$ cat config.mk
export PLATFORM = sky130hd
export DESIGN_NAME = positional_list_engine_flat
export DESIGN_NICKNAME = d
export VERILOG_FILES = /design/src/design/plist_pkg.sv /design/src/design/plist_req_if.sv /design/src/design/plist_rsp_if.sv /design/src/design/plist_ctrl.sv /design/src/design/plist_dpath.sv /design/src/design/positional_list_engine.sv /design/src/flat_wrapper.sv
export SDC_FILE = /design/constraint.sdc
export NUM_CORES = 2
export LEC_CHECK = 0
export BUFFER_PORTS_ARGS = -buffer_cell sky130_fd_sc_hd__buf_2
export CORE_MARGIN = 10
export CORE_UTILIZATION = 35
export DETAILED_ROUTE_END_ITERATION = 12
export PLACE_DENSITY = 0.53
export SLEW_MARGIN = 25
export SYNTH_ARGS = -nofsm -noshare
export SYNTH_HDL_FRONTEND = slang
export SYNTH_SLANG_ARGS = --single-unit
$ cat constraint.sdc
create_clock -name clk -period 10.8 [get_ports clk]
set_input_delay 3.24 -clock clk [delete_from_list [all_inputs] [get_ports clk]]
set_output_delay 3.24 -clock clk [all_outputs]
set_load 0.02 [all_outputs]
$ cat src/design/plist_pkg.sv
// plist_pkg: widths, command and status codes, and the control/status
// structs shared by the positional list engine modules.
// No dependencies.
package plist_pkg;

  localparam int CMD_W            = 3;
  localparam int POS_W            = 6;
  localparam int WORD_W           = 32;
  localparam int STATUS_W         = 2;
  localparam int COUNT_W          = 7;
  localparam int DEFAULT_CAPACITY = 64;

  // command codes; codes above overwrite only report the count
  localparam logic [CMD_W-1:0] CMD_APPEND    = 3'd0;
  localparam logic [CMD_W-1:0] CMD_INSERT    = 3'd1;
  localparam logic [CMD_W-1:0] CMD_REMOVE    = 3'd2;
  localparam logic [CMD_W-1:0] CMD_READ      = 3'd3;
  localparam logic [CMD_W-1:0] CMD_OVERWRITE = 3'd4;

  localparam logic [STATUS_W-1:0] ST_OK        = 2'd0;
  localparam logic [STATUS_W-1:0] ST_NOT_FOUND = 2'd1;
  localparam logic [STATUS_W-1:0] ST_FULL      = 2'd2;

  // how the cursor register is loaded
  typedef enum logic [2:0] {
    CUR_HOLD,
    CUR_LAST,
    CUR_NEXT,
    CUR_TGT,
    CUR_INC,
    CUR_DEC
  } cur_op_t;

  typedef enum logic [1:0] {
    WA_TGT,
    WA_UP,
    WA_DN
  } wr_addr_t;

  typedef enum logic {
    WD_ITEM,
    WD_RDATA
  } wr_data_t;

  typedef enum logic [1:0] {
    CNT_HOLD,
    CNT_INC,
    CNT_DEC
  } cnt_op_t;

  typedef struct packed {
    logic                load;
    cur_op_t             cur_op;
    logic                rd_en;
    logic                wr_en;
    wr_addr_t            wr_addr;
    wr_data_t            wr_data;
    cnt_op_t             cnt_op;
    logic                res_load;
    logic [STATUS_W-1:0] res_status;
    logic                res_read;
  } plist_cmd_t;

  typedef struct packed {
    logic [CMD_W-1:0] op;
    logic             full;
    logic             miss;
    logic             tgt_is_count;
    logic             tgt_is_last;
    logic             cur_is_tgt;
    logic             cur_is_last;
    logic             out_free;
  } plist_stat_t;

endpackage

$ cat src/design/plist_req_if.sv
// plist_req_if: command channel of the positional list engine.
// Depends on plist_pkg for field widths.
interface plist_req_if;
  logic                           valid;
  logic                           ready;
  logic [plist_pkg::CMD_W-1:0]    command;
  logic [plist_pkg::POS_W-1:0]    position;
  logic [plist_pkg::WORD_W-1:0]   item;

  modport source (output valid, command, position, item, input ready);
  modport sink (input valid, command, position, item, output ready);
endinterface

$ cat src/design/plist_rsp_if.sv
// plist_rsp_if: result channel of the positional list engine.
// Depends on plist_pkg for field widths.
interface plist_rsp_if;
  logic                            valid;
  logic                            ready;
  logic [plist_pkg::STATUS_W-1:0]  status;
  logic [plist_pkg::WORD_W-1:0]    data;
  logic [plist_pkg::COUNT_W-1:0]   count;

  modport source (output valid, status, data, count, input ready);
  modport sink (input valid, status, data, count, output ready);
endinterface

$ cat src/design/plist_ctrl.sv
// plist_ctrl: command sequencer of the positional list engine; decodes each
// command and steps the datapath through shifts, writes and the result load.
// Depends on plist_pkg.
module plist_ctrl (
  input  logic                   clk,
  input  logic                   rst,
  input  logic                   req_valid,
  output logic                   req_ready,
  input  plist_pkg::plist_stat_t stat,
  output plist_pkg::plist_cmd_t  cmd
);

  localparam logic [2:0] S_IDLE     = 3'd0;
  localparam logic [2:0] S_DECODE   = 3'd1;
  localparam logic [2:0] S_SHIFT_UP = 3'd2;
  localparam logic [2:0] S_PUT      = 3'd3;
  localparam logic [2:0] S_SHIFT_DN = 3'd4;
  localparam logic [2:0] S_DONE     = 3'd5;

  logic [2:0]                     state, state_next;
  logic [plist_pkg::STATUS_W-1:0] res_status, res_status_next;
  logic                           res_read, res_read_next;

  always_ff @(posedge clk) begin
    if (rst) begin
      state      <= S_IDLE;
      res_status <= plist_pkg::ST_OK;
      res_read   <= 1'b0;
    end else begin
      state      <= state_next;
      res_status <= res_status_next;
      res_read   <= res_read_next;
    end
  end

  always_comb begin
    state_next      = state;
    res_status_next = res_status;
    res_read_next   = res_read;
    req_ready       = 1'b0;
    cmd.load        = 1'b0;
    cmd.cur_op      = plist_pkg::CUR_HOLD;
    cmd.rd_en       = 1'b0;
    cmd.wr_en       = 1'b0;
    cmd.wr_addr     = plist_pkg::WA_TGT;
    cmd.wr_data     = plist_pkg::WD_ITEM;
    cmd.cnt_op      = plist_pkg::CNT_HOLD;
    cmd.res_load    = 1'b0;
    cmd.res_status  = res_status;
    cmd.res_read    = res_read;

    unique case (state)
      S_IDLE: begin
        // no transaction is taken while reset is held
        req_ready = !rst;
        if (req_valid && !rst) begin
          cmd.load   = 1'b1;
          state_next = S_DECODE;
        end
      end

      S_DECODE: begin
        res_status_next = plist_pkg::ST_OK;
        res_read_next   = 1'b0;
        state_next      = S_DONE;
        unique case (stat.op) inside
          plist_pkg::CMD_APPEND, plist_pkg::CMD_INSERT: begin
            if (stat.full) begin
              res_status_next = plist_pkg::ST_FULL;
            end else if (stat.tgt_is_count) begin
              cmd.wr_en  = 1'b1;
              cmd.cnt_op = plist_pkg::CNT_INC;
            end else begin
              // move the tail up, starting from the last entry
              cmd.cur_op = plist_pkg::CUR_LAST;
              cmd.rd_en  = 1'b1;
              state_next = S_SHIFT_UP;
            end
          end
          plist_pkg::CMD_REMOVE: begin
            if (stat.miss) begin
              res_status_next = plist_pkg::ST_NOT_FOUND;
            end else if (stat.tgt_is_last) begin
              cmd.cnt_op = plist_pkg::CNT_DEC;
            end else begin
              cmd.cur_op = plist_pkg::CUR_NEXT;
              cmd.rd_en  = 1'b1;
              state_next = S_SHIFT_DN;
            end
          end
          plist_pkg::CMD_READ: begin
            if (stat.miss) begin
              res_status_next = plist_pkg::ST_NOT_FOUND;
            end else begin
              cmd.cur_op    = plist_pkg::CUR_TGT;
              cmd.rd_en     = 1'b1;
              res_read_next = 1'b1;
            end
          end
          plist_pkg::CMD_OVERWRITE: begin
            if (stat.miss) begin
              res_status_next = plist_pkg::ST_NOT_FOUND;
            end else begin
              cmd.wr_en = 1'b1;
            end
          end
          default: begin
          end
        endcase
      end

      S_SHIFT_UP: begin
        cmd.wr_en   = 1'b1;
        cmd.wr_addr = plist_pkg::WA_UP;
        cmd.wr_data = plist_pkg::WD_RDATA;
        if (stat.cur_is_tgt) begin
          state_next = S_PUT;
        end else begin
          cmd.cur_op = plist_pkg::CUR_DEC;
          cmd.rd_en  = 1'b1;
        end
      end

      S_PUT: begin
        cmd.wr_en  = 1'b1;
        cmd.cnt_op = plist_pkg::CNT_INC;
        state_next = S_DONE;
      end

      S_SHIFT_DN: begin
        cmd.wr_en   = 1'b1;
        cmd.wr_addr = plist_pkg::WA_DN;
        cmd.wr_data = plist_pkg::WD_RDATA;
        if (stat.cur_is_last) begin
          cmd.cnt_op = plist_pkg::CNT_DEC;
          state_next = S_DONE;
        end else begin
          cmd.cur_op = plist_pkg::CUR_INC;
          cmd.rd_en  = 1'b1;
        end
      end

      S_DONE: begin
        if (stat.out_free) begin
          cmd.res_load = 1'b1;
          state_next   = S_IDLE;
        end
      end

      default: begin
        state_next = S_IDLE;
      end
    endcase
  end

endmodule

$ cat src/design/plist_dpath.sv
// plist_dpath: entry memory, count, cursor and result register of the
// positional list engine, driven by commands from plist_ctrl.
// Depends on plist_pkg.
module plist_dpath #(
  parameter int CAPACITY = plist_pkg::DEFAULT_CAPACITY
) (
  input  logic                            clk,
  input  logic                            rst,
  input  logic [plist_pkg::CMD_W-1:0]     command,
  input  logic [plist_pkg::POS_W-1:0]     position,
  input  logic [plist_pkg::WORD_W-1:0]    item,
  input  plist_pkg::plist_cmd_t           cmd,
  output plist_pkg::plist_stat_t          stat,
  output logic                            rsp_valid,
  input  logic                            rsp_ready,
  output logic [plist_pkg::STATUS_W-1:0]  rsp_status,
  output logic [plist_pkg::WORD_W-1:0]    rsp_data,
  output logic [plist_pkg::COUNT_W-1:0]   rsp_count
);

  localparam int AW   = $clog2(CAPACITY);
  localparam int CW   = $clog2(CAPACITY + 1);
  localparam int CMPW = (CW > plist_pkg::POS_W) ? CW : plist_pkg::POS_W;
  localparam int XW   = (CW > plist_pkg::COUNT_W) ? CW : plist_pkg::COUNT_W;

  logic [plist_pkg::WORD_W-1:0] mem [CAPACITY];
  logic [plist_pkg::WORD_W-1:0] rdata;

  logic [plist_pkg::CMD_W-1:0]  op;
  logic [plist_pkg::POS_W-1:0]  pos;
  logic [plist_pkg::WORD_W-1:0] word;
  logic [AW-1:0]                target, target_in;
  logic [AW-1:0]                cursor, cursor_next;
  logic [CW-1:0]                count, count_next;
  logic [AW-1:0]                wr_addr;
  logic [plist_pkg::WORD_W-1:0] wr_data;
  logic [XW-1:0]                count_ext;
  logic                         pos_past_end;

  // insert beyond the end and append both land at the current count
  assign pos_past_end = CMPW'(position) > CMPW'(count);
  assign target_in = ((command == plist_pkg::CMD_APPEND) ||
                      ((command == plist_pkg::CMD_INSERT) && pos_past_end)) ?
                     AW'(count) : AW'(position);

  always_ff @(posedge clk) begin
    if (cmd.load) begin
      op     <= command;
      pos    <= position;
      word   <= item;
      target <= target_in;
    end
  end

  always_comb begin
    unique case (cmd.cur_op)
      plist_pkg::CUR_HOLD: cursor_next = cursor;
      plist_pkg::CUR_LAST: cursor_next = AW'(count - CW'(1));
      plist_pkg::CUR_NEXT: cursor_next = target + AW'(1);
      plist_pkg::CUR_TGT:  cursor_next = target;
      plist_pkg::CUR_INC:  cursor_next = cursor + AW'(1);
      plist_pkg::CUR_DEC:  cursor_next = cursor - AW'(1);
      default:             cursor_next = cursor;
    endcase
  end

  always_comb begin
    unique case (cmd.wr_addr)
      plist_pkg::WA_TGT: wr_addr = target;
      plist_pkg::WA_UP:  wr_addr = cursor + AW'(1);
      plist_pkg::WA_DN:  wr_addr = cursor - AW'(1);
      default:           wr_addr = target;
    endcase
  end

  assign wr_data = (cmd.wr_data == plist_pkg::WD_ITEM) ? word : rdata;

  always_comb begin
    unique case (cmd.cnt_op)
      plist_pkg::CNT_HOLD: count_next = count;
      plist_pkg::CNT_INC:  count_next = count + CW'(1);
      plist_pkg::CNT_DEC:  count_next = count - CW'(1);
      default:             count_next = count;
    endcase
  end

  always_ff @(posedge clk) begin
    cursor <= cursor_next;
  end

  always_ff @(posedge clk) begin
    if (rst) begin
      count <= '0;
    end else begin
      count <= count_next;
    end
  end

  // single write port, registered read at the cursor being loaded
  always_ff @(posedge clk) begin
    if (cmd.wr_en) begin
      mem[wr_addr] <= wr_data;
    end
  end

  always_ff @(posedge clk) begin
    if (cmd.rd_en) begin
      rdata <= mem[cursor_next];
    end
  end

  assign stat.op           = op;
  assign stat.full         = count == CW'(CAPACITY);
  assign stat.miss         = CMPW'(pos) >= CMPW'(count);
  assign stat.tgt_is_count = CW'(target) == count;
  assign stat.tgt_is_last  = (CW'(target) + CW'(1)) == count;
  assign stat.cur_is_tgt   = cursor == target;
  assign stat.cur_is_last  = (CW'(cursor) + CW'(1)) == count;
  assign stat.out_free     = !rsp_valid || rsp_ready;

  assign count_ext = XW'(count);

  always_ff @(posedge clk) begin
    if (rst) begin
      rsp_valid <= 1'b0;
    end else if (cmd.res_load) begin
      rsp_valid <= 1'b1;
    end else if (rsp_ready) begin
      rsp_valid <= 1'b0;
    end
  end

  always_ff @(posedge clk) begin
    if (cmd.res_load) begin
      rsp_status <= cmd.res_status;
      rsp_data   <= cmd.res_read ? rdata : '0;
      rsp_count  <= count_ext[plist_pkg::COUNT_W-1:0];
    end
  end

endmodule

$ cat src/design/positional_list_engine.sv
// positional_list_engine: top level; ordered list of 32-bit words kept in an
// on-chip memory. Depends on plist_pkg, plist_req_if, plist_rsp_if,
// plist_ctrl and plist_dpath.
//
// Usage: commands arrive on req (command, position, item) with valid/ready;
// each transaction gives exactly one result on rsp (status, data, count).
// Commands: append, insert, remove, read, overwrite, count. Insert and
// remove move the entries behind the position by one place in the memory,
// one entry per cycle through the single write port and registered read.
// A command goes from the accepting state through decode, any shift steps
// and, for an insert that moves entries, the write of the new item, to the
// done state, which loads the result register. An insert or a remove moves
// up to CAPACITY - 1 entries. One command is worked on at a time and the
// next is taken in the cycle after the result is loaded.
// Reset empties the list (count zero); memory contents are not cleared and
// need no clearing pass, since only written entries are ever read.
// A stalled receiver holds the result in the output register; the block
// takes one more command, works it and then waits with req.ready low
// until the output register is free.
module positional_list_engine #(
  parameter int CAPACITY = plist_pkg::DEFAULT_CAPACITY
) (
  input  logic        clk,
  input  logic        rst,
  plist_req_if.sink   req,
  plist_rsp_if.source rsp
);

  plist_pkg::plist_cmd_t  cmd;
  plist_pkg::plist_stat_t stat;

  plist_ctrl u_ctrl (
    .clk       (clk),
    .rst       (rst),
    .req_valid (req.valid),
    .req_ready (req.ready),
    .stat      (stat),
    .cmd       (cmd)
  );

  plist_dpath #(
    .CAPACITY (CAPACITY)
  ) u_dpath (
    .clk        (clk),
    .rst        (rst),
    .command    (req.command),
    .position   (req.position),
    .item       (req.item),
    .cmd        (cmd),
    .stat       (stat),
    .rsp_valid  (rsp.valid),
    .rsp_ready  (rsp.ready),
    .rsp_status (rsp.status),
    .rsp_data   (rsp.data),
    .rsp_count  (rsp.count)
  );

endmodule
$ cat src/flat_wrapper.sv
// flat-port wrapper written by rule: the top's interface ports become plain ports
module positional_list_engine_flat 
#(
  parameter int CAPACITY = plist_pkg::DEFAULT_CAPACITY
)
  (clk, rst, req_valid, req_command, req_position, req_item, req_ready, rsp_valid, rsp_status, rsp_data, rsp_count, rsp_ready);
  plist_req_if req_i ();
  plist_rsp_if rsp_i ();
  input  logic clk;
  input  logic rst;
  input wire logic [$bits(req_i.valid)-1:0] req_valid;
  input wire logic [$bits(req_i.command)-1:0] req_command;
  input wire logic [$bits(req_i.position)-1:0] req_position;
  input wire logic [$bits(req_i.item)-1:0] req_item;
  output wire logic [$bits(req_i.ready)-1:0] req_ready;
  output wire logic [$bits(rsp_i.valid)-1:0] rsp_valid;
  output wire logic [$bits(rsp_i.status)-1:0] rsp_status;
  output wire logic [$bits(rsp_i.data)-1:0] rsp_data;
  output wire logic [$bits(rsp_i.count)-1:0] rsp_count;
  input wire logic [$bits(rsp_i.ready)-1:0] rsp_ready;
  assign req_i.valid = req_valid;
  assign req_i.command = req_command;
  assign req_i.position = req_position;
  assign req_i.item = req_item;
  assign req_ready = req_i.ready;
  assign rsp_valid = rsp_i.valid;
  assign rsp_status = rsp_i.status;
  assign rsp_data = rsp_i.data;
  assign rsp_count = rsp_i.count;
  assign rsp_i.ready = rsp_ready;
  positional_list_engine #(.CAPACITY(CAPACITY)) u_core (.clk(clk), .rst(rst), .req(req_i), .rsp(rsp_i));
endmodule
==> out/metrics.yaml <==
syn_area_per_cell_um2: 13.25
yosys_register_bits: 2188
floorplan.die.width_um: 517.7
layout-drive-gt1-share_pct: 9.960
fmax_mhz: 138.9
cts_tree: "yes"
wire_length_of_the_first_global_routing_pass_mm: 378.7
crit_type: "in2out"
route.antenna.remaining_nets: 0
max-cap-violations: 0
synth_largest_type_area_fraction_pct: 75.09
critical_path.top_delay_family: "buffers and inverters"
finalWeightedCongestion: 0.7885
cpMostUsedCell: "sky130_fd_sc_hd__buf_2"
synth-main-ff-cell: "sky130_fd_sc_hd__edfxtp_1"
report.final.setup_viol: 0
timing.critical_path.slowest_stage_cell: "sky130_fd_sc_hd__nor4_1"
place.port_buffers: 87
cts_setup_buffers: 0
postCtsResizedCells: 0
synth_async_sr_flop_share_pct: 0
required_ps: 7560
largest_net_degree_at_the_start_of_global_routing: 168
timing.critical_path.to: "req_ready"
final_net_count: 6653
antenna_violations_before_repair: 14
post_synth_edffs: 2168
drc: 0
area_growth_syn_to_layout_pct: 13.47
holdCritPathClass: "reg2reg"
cp.arrival_ps: 3960
numCtsBuffers: 222
synth_cell_type_count: 69
die_area_mm2: 0.2680
clock_skew_ps: 58.11
vias: 54744
cts.path.max_buffers: 3
post_synth_inst_count: 6543
start_util_pct: 35.22
critical_path_buf_inv_count: 2
netlist.top_cell.by_area: "sky130_fd_sc_hd__edfxtp_1"
final_period_minus_worst_setup_slack_ps: 7198
pre_antenna_drt_iters: 6
detail_route.wirelength_mm: 265.3
ioPinCount: 88
max-slew-margin-rel_pct: 29.52
report.final.hold_viol_count: 0
power_leakage_nw: 32.41
fin_setup_tns_ps: 0
vdd.ir_drop.worst_uv: 343.8
rsz0062_at_grt: "false"
layout_commonest_cell: "sky130_fd_sc_hd__edfxtp_1"
final.period_utilization_pct: 66.65
finalInstanceArea_mm2: 0.09838
hold_start: "u_core.u_ctrl.res_status[0]$_SDFFE_PP0P_"
rrSetupSlack_ps: 3680
grt.overflow.total: 0
grt.total_usage_pct: 18.96
cts_root_buf: "sky130_fd_sc_hd__clkbuf_16"
setup.worst_path.start: "rst"
synthesized_net_count: 6606
hold_buffers: 0
tightestPinTransition_ps: 1031
crit-reg2reg-capture: "u_core.u_dpath.rdata[27]$_DFFE_PP_"
crit_path_max_incr_delay_ps: 280
power_density_mw_per_mm2: 265.4
crit_end_element: "output port"
synth.yosys.seq_area_share_pct: 75.55
synth_top_cells_by_area: "sky130_fd_sc_hd__edfxtp_1 (75%), sky130_fd_sc_hd__nand2_1 (8.5%), sky130_fd_sc_hd__nand3_1 (2.9%)"
layout_common_cells: "sky130_fd_sc_hd__edfxtp_1 (2,168), sky130_fd_sc_hd__nand2_1 (1,957), sky130_fd_sc_hd__nand3_1 (502), sky130_fd_sc_hd__a21oi_1 (340), sky130_fd_sc_hd__clkbuf_16 (225)"
worst_skew_pair.late_latency_ps: 890
num-fill-cells: 22861
worstRegToRegCells: 17
critPathLaunchType: "input pin"
syn_area_mm2: 0.08670
outcome: "finished clean"
grt_pass1_vias: 52253
drt-vias-per-instance: 5.419
timing_max_transition_violations_final: 0
synth.yosys.warnings: 0
drt_iter0_drc: 6404
placementRows: 182
hpwl_mm: 137.5
drt-wirelength-per-cell_um: 26.26
floorplan.die.height_um: 517.7
core_box_area_mm2: 0.2462
postPlaceCellArea_mm2: 0.09129
worstPathMaxFanout: 16
clock_sinks: 2188
cp.depth: 3
critical_path.cell_chain: "buf_2, nor4_1, buf_2"
regToRegStartpoint: "u_core.u_dpath.count[5]$_SDFFE_PP0P_"
worst_setup_hold_path_clk_slew_ps: 60
h_tree_depth: 4
[metal layers]
metal	vias up	global-route usage, %	routed length (um)
met5	-	0	27
met4	4	7.166	10020
met3	447	3.027	20150
met2	2290	30.51	124400
met1	27749	25.86	110600
li1	24254	-	-
[cells in the mapped netlist (3+ instances only)]
master                         n
sky130_fd_sc_hd__dfxtp_1      20
sky130_fd_sc_hd__nand4_1      71
sky130_fd_sc_hd__a32oi_1      93
sky130_fd_sc_hd__buf_2       163
sky130_fd_sc_hd__a211oi_1    164
sky130_fd_sc_hd__nand2b_1     13
sky130_fd_sc_hd__o22ai_1       6
sky130_fd_sc_hd__nor2b_1       9
sky130_fd_sc_hd__a2111oi_0    34
sky130_fd_sc_hd__inv_1        17
sky130_fd_sc_hd__nand2_1    1958
sky130_fd_sc_hd__and3_1      133
sky130_fd_sc_hd__buf_6         7
sky130_fd_sc_hd__nand3_1     502
sky130_fd_sc_hd__nor2_1      105
sky130_fd_sc_hd__nor2_2        7
sky130_fd_sc_hd__a21oi_1     340
sky130_fd_sc_hd__nor3b_1       4
sky130_fd_sc_hd__nor3_1       41
sky130_fd_sc_hd__buf_4        10
sky130_fd_sc_hd__o21ai_0      78
sky130_fd_sc_hd__and4_1        3
sky130_fd_sc_hd__clkbuf_1    219
sky130_fd_sc_hd__edfxtp_1   2168
sky130_fd_sc_hd__a31oi_1     165
sky130_fd_sc_hd__xnor2_1      29
sky130_fd_sc_hd__o2111ai_1     3
sky130_fd_sc_hd__xor2_1       15
sky130_fd_sc_hd__a221o_1       3
sky130_fd_sc_hd__buf_1        19
sky130_fd_sc_hd__mux2_2       37
sky130_fd_sc_hd__or3_1         6
sky130_fd_sc_hd__and2_1       35
sky130_fd_sc_hd__nor4_1        4
sky130_fd_sc_hd__ha_1         18
[metrics by stage]
step           cells  power (mW)  utilization, %  setup slack (ps)  hold slack [ps]
3_5_place_dp    9677       18.80           37.09              3603            430.3
3_3_place_gp    9675       18.70           37.07              3572            421.9
4_1_cts        10088       26.20           39.94              3598            445.5
2_1_floorplan   6543       15.38               -              3650            402.9
5_1_grt        10097       27.22           39.96              3381            454.1
6_report       10103       26.11           39.97              3602            438.7
[where the power goes]
group,internal [mW],switching [mW],total (mW)
clock network,4.19,3.28,7.46
logic,2.04,6.46,8.50
registers,9.98,0.167,10.1
[cell families (layout without fill, tap and decap cells)]
kind of cell / Yosys count / after routing / share of synthesized area [%]
adder cells (fa/ha/maj): 18 / 18 / 0.2598
buffers and inverters: 440 / 674 / 2.256
AND/OR/NAND/NOR: 2902 / 2902 / 14.28
flip-flops: 2188 / 2188 / 75.55
AO/OA/AOI/OAI: 913 / 913 / 6.716
multiplexers: 38 / 38 / 0.4921
other: 0 / 14 / 0
XOR/XNOR: 44 / 44 / 0.4445
[worst reg2reg max path: cells and delay by family, from the launching register on]
family | cells | cell delay (ps)
adders and majority gates | 1 | 360
buffers and inverters | 5 | 2360
DFF | 1 | 610
and+or+nand+nor | 6 | 1930
AOI/OAI and AO/OA | 5 | 1620
[how the worst min path moves through the flow]
stage               cells after the start  slack [ps]                                     end
floorplan                               0         400   u_core.u_dpath.rsp_count[3]$_DFFE_PP_
global placement                        0         420  u_core.u_dpath.rsp_status[0]$_DFFE_PP_
detailed placement                      0         430  u_core.u_dpath.rsp_status[0]$_DFFE_PP_
CTS                                     0         450  u_core.u_dpath.rsp_status[0]$_DFFE_PP_
global route                            0         450  u_core.u_dpath.rsp_status[1]$_DFFE_PP_
finish                                  0         440  u_core.u_dpath.rsp_status[0]$_DFFE_PP_
[registers in the layout, summed over array words and instances, names as in the netlist, 7 cells and up]
| name | count |
|---|---|
| u_core.u_dpath.rsp_count | 7 |
| u_core.u_dpath.rsp_data | 32 |
| u_core.u_dpath.mem | 2048 |
| u_core.u_dpath.word | 32 |
| u_core.u_dpath.count | 7 |
| u_core.u_dpath.rdata | 32 |
[area by class of cell]
type	count	area, um2	share of cell area, %
Multi-Input combinational cell	3915	19860	20.18
Inverter	22	107.6	0.1094
Clock buffer	284	5902	5.999
Tap cell	3312	4144	4.212
Timing Repair Buffer	241	1709	1.737
Sequential cell	2188	65510	66.58
Clock inverter	127	1121	1.140
Antenna cell	14	35.03	0.03561
Power figures use the tool's default switching activity.
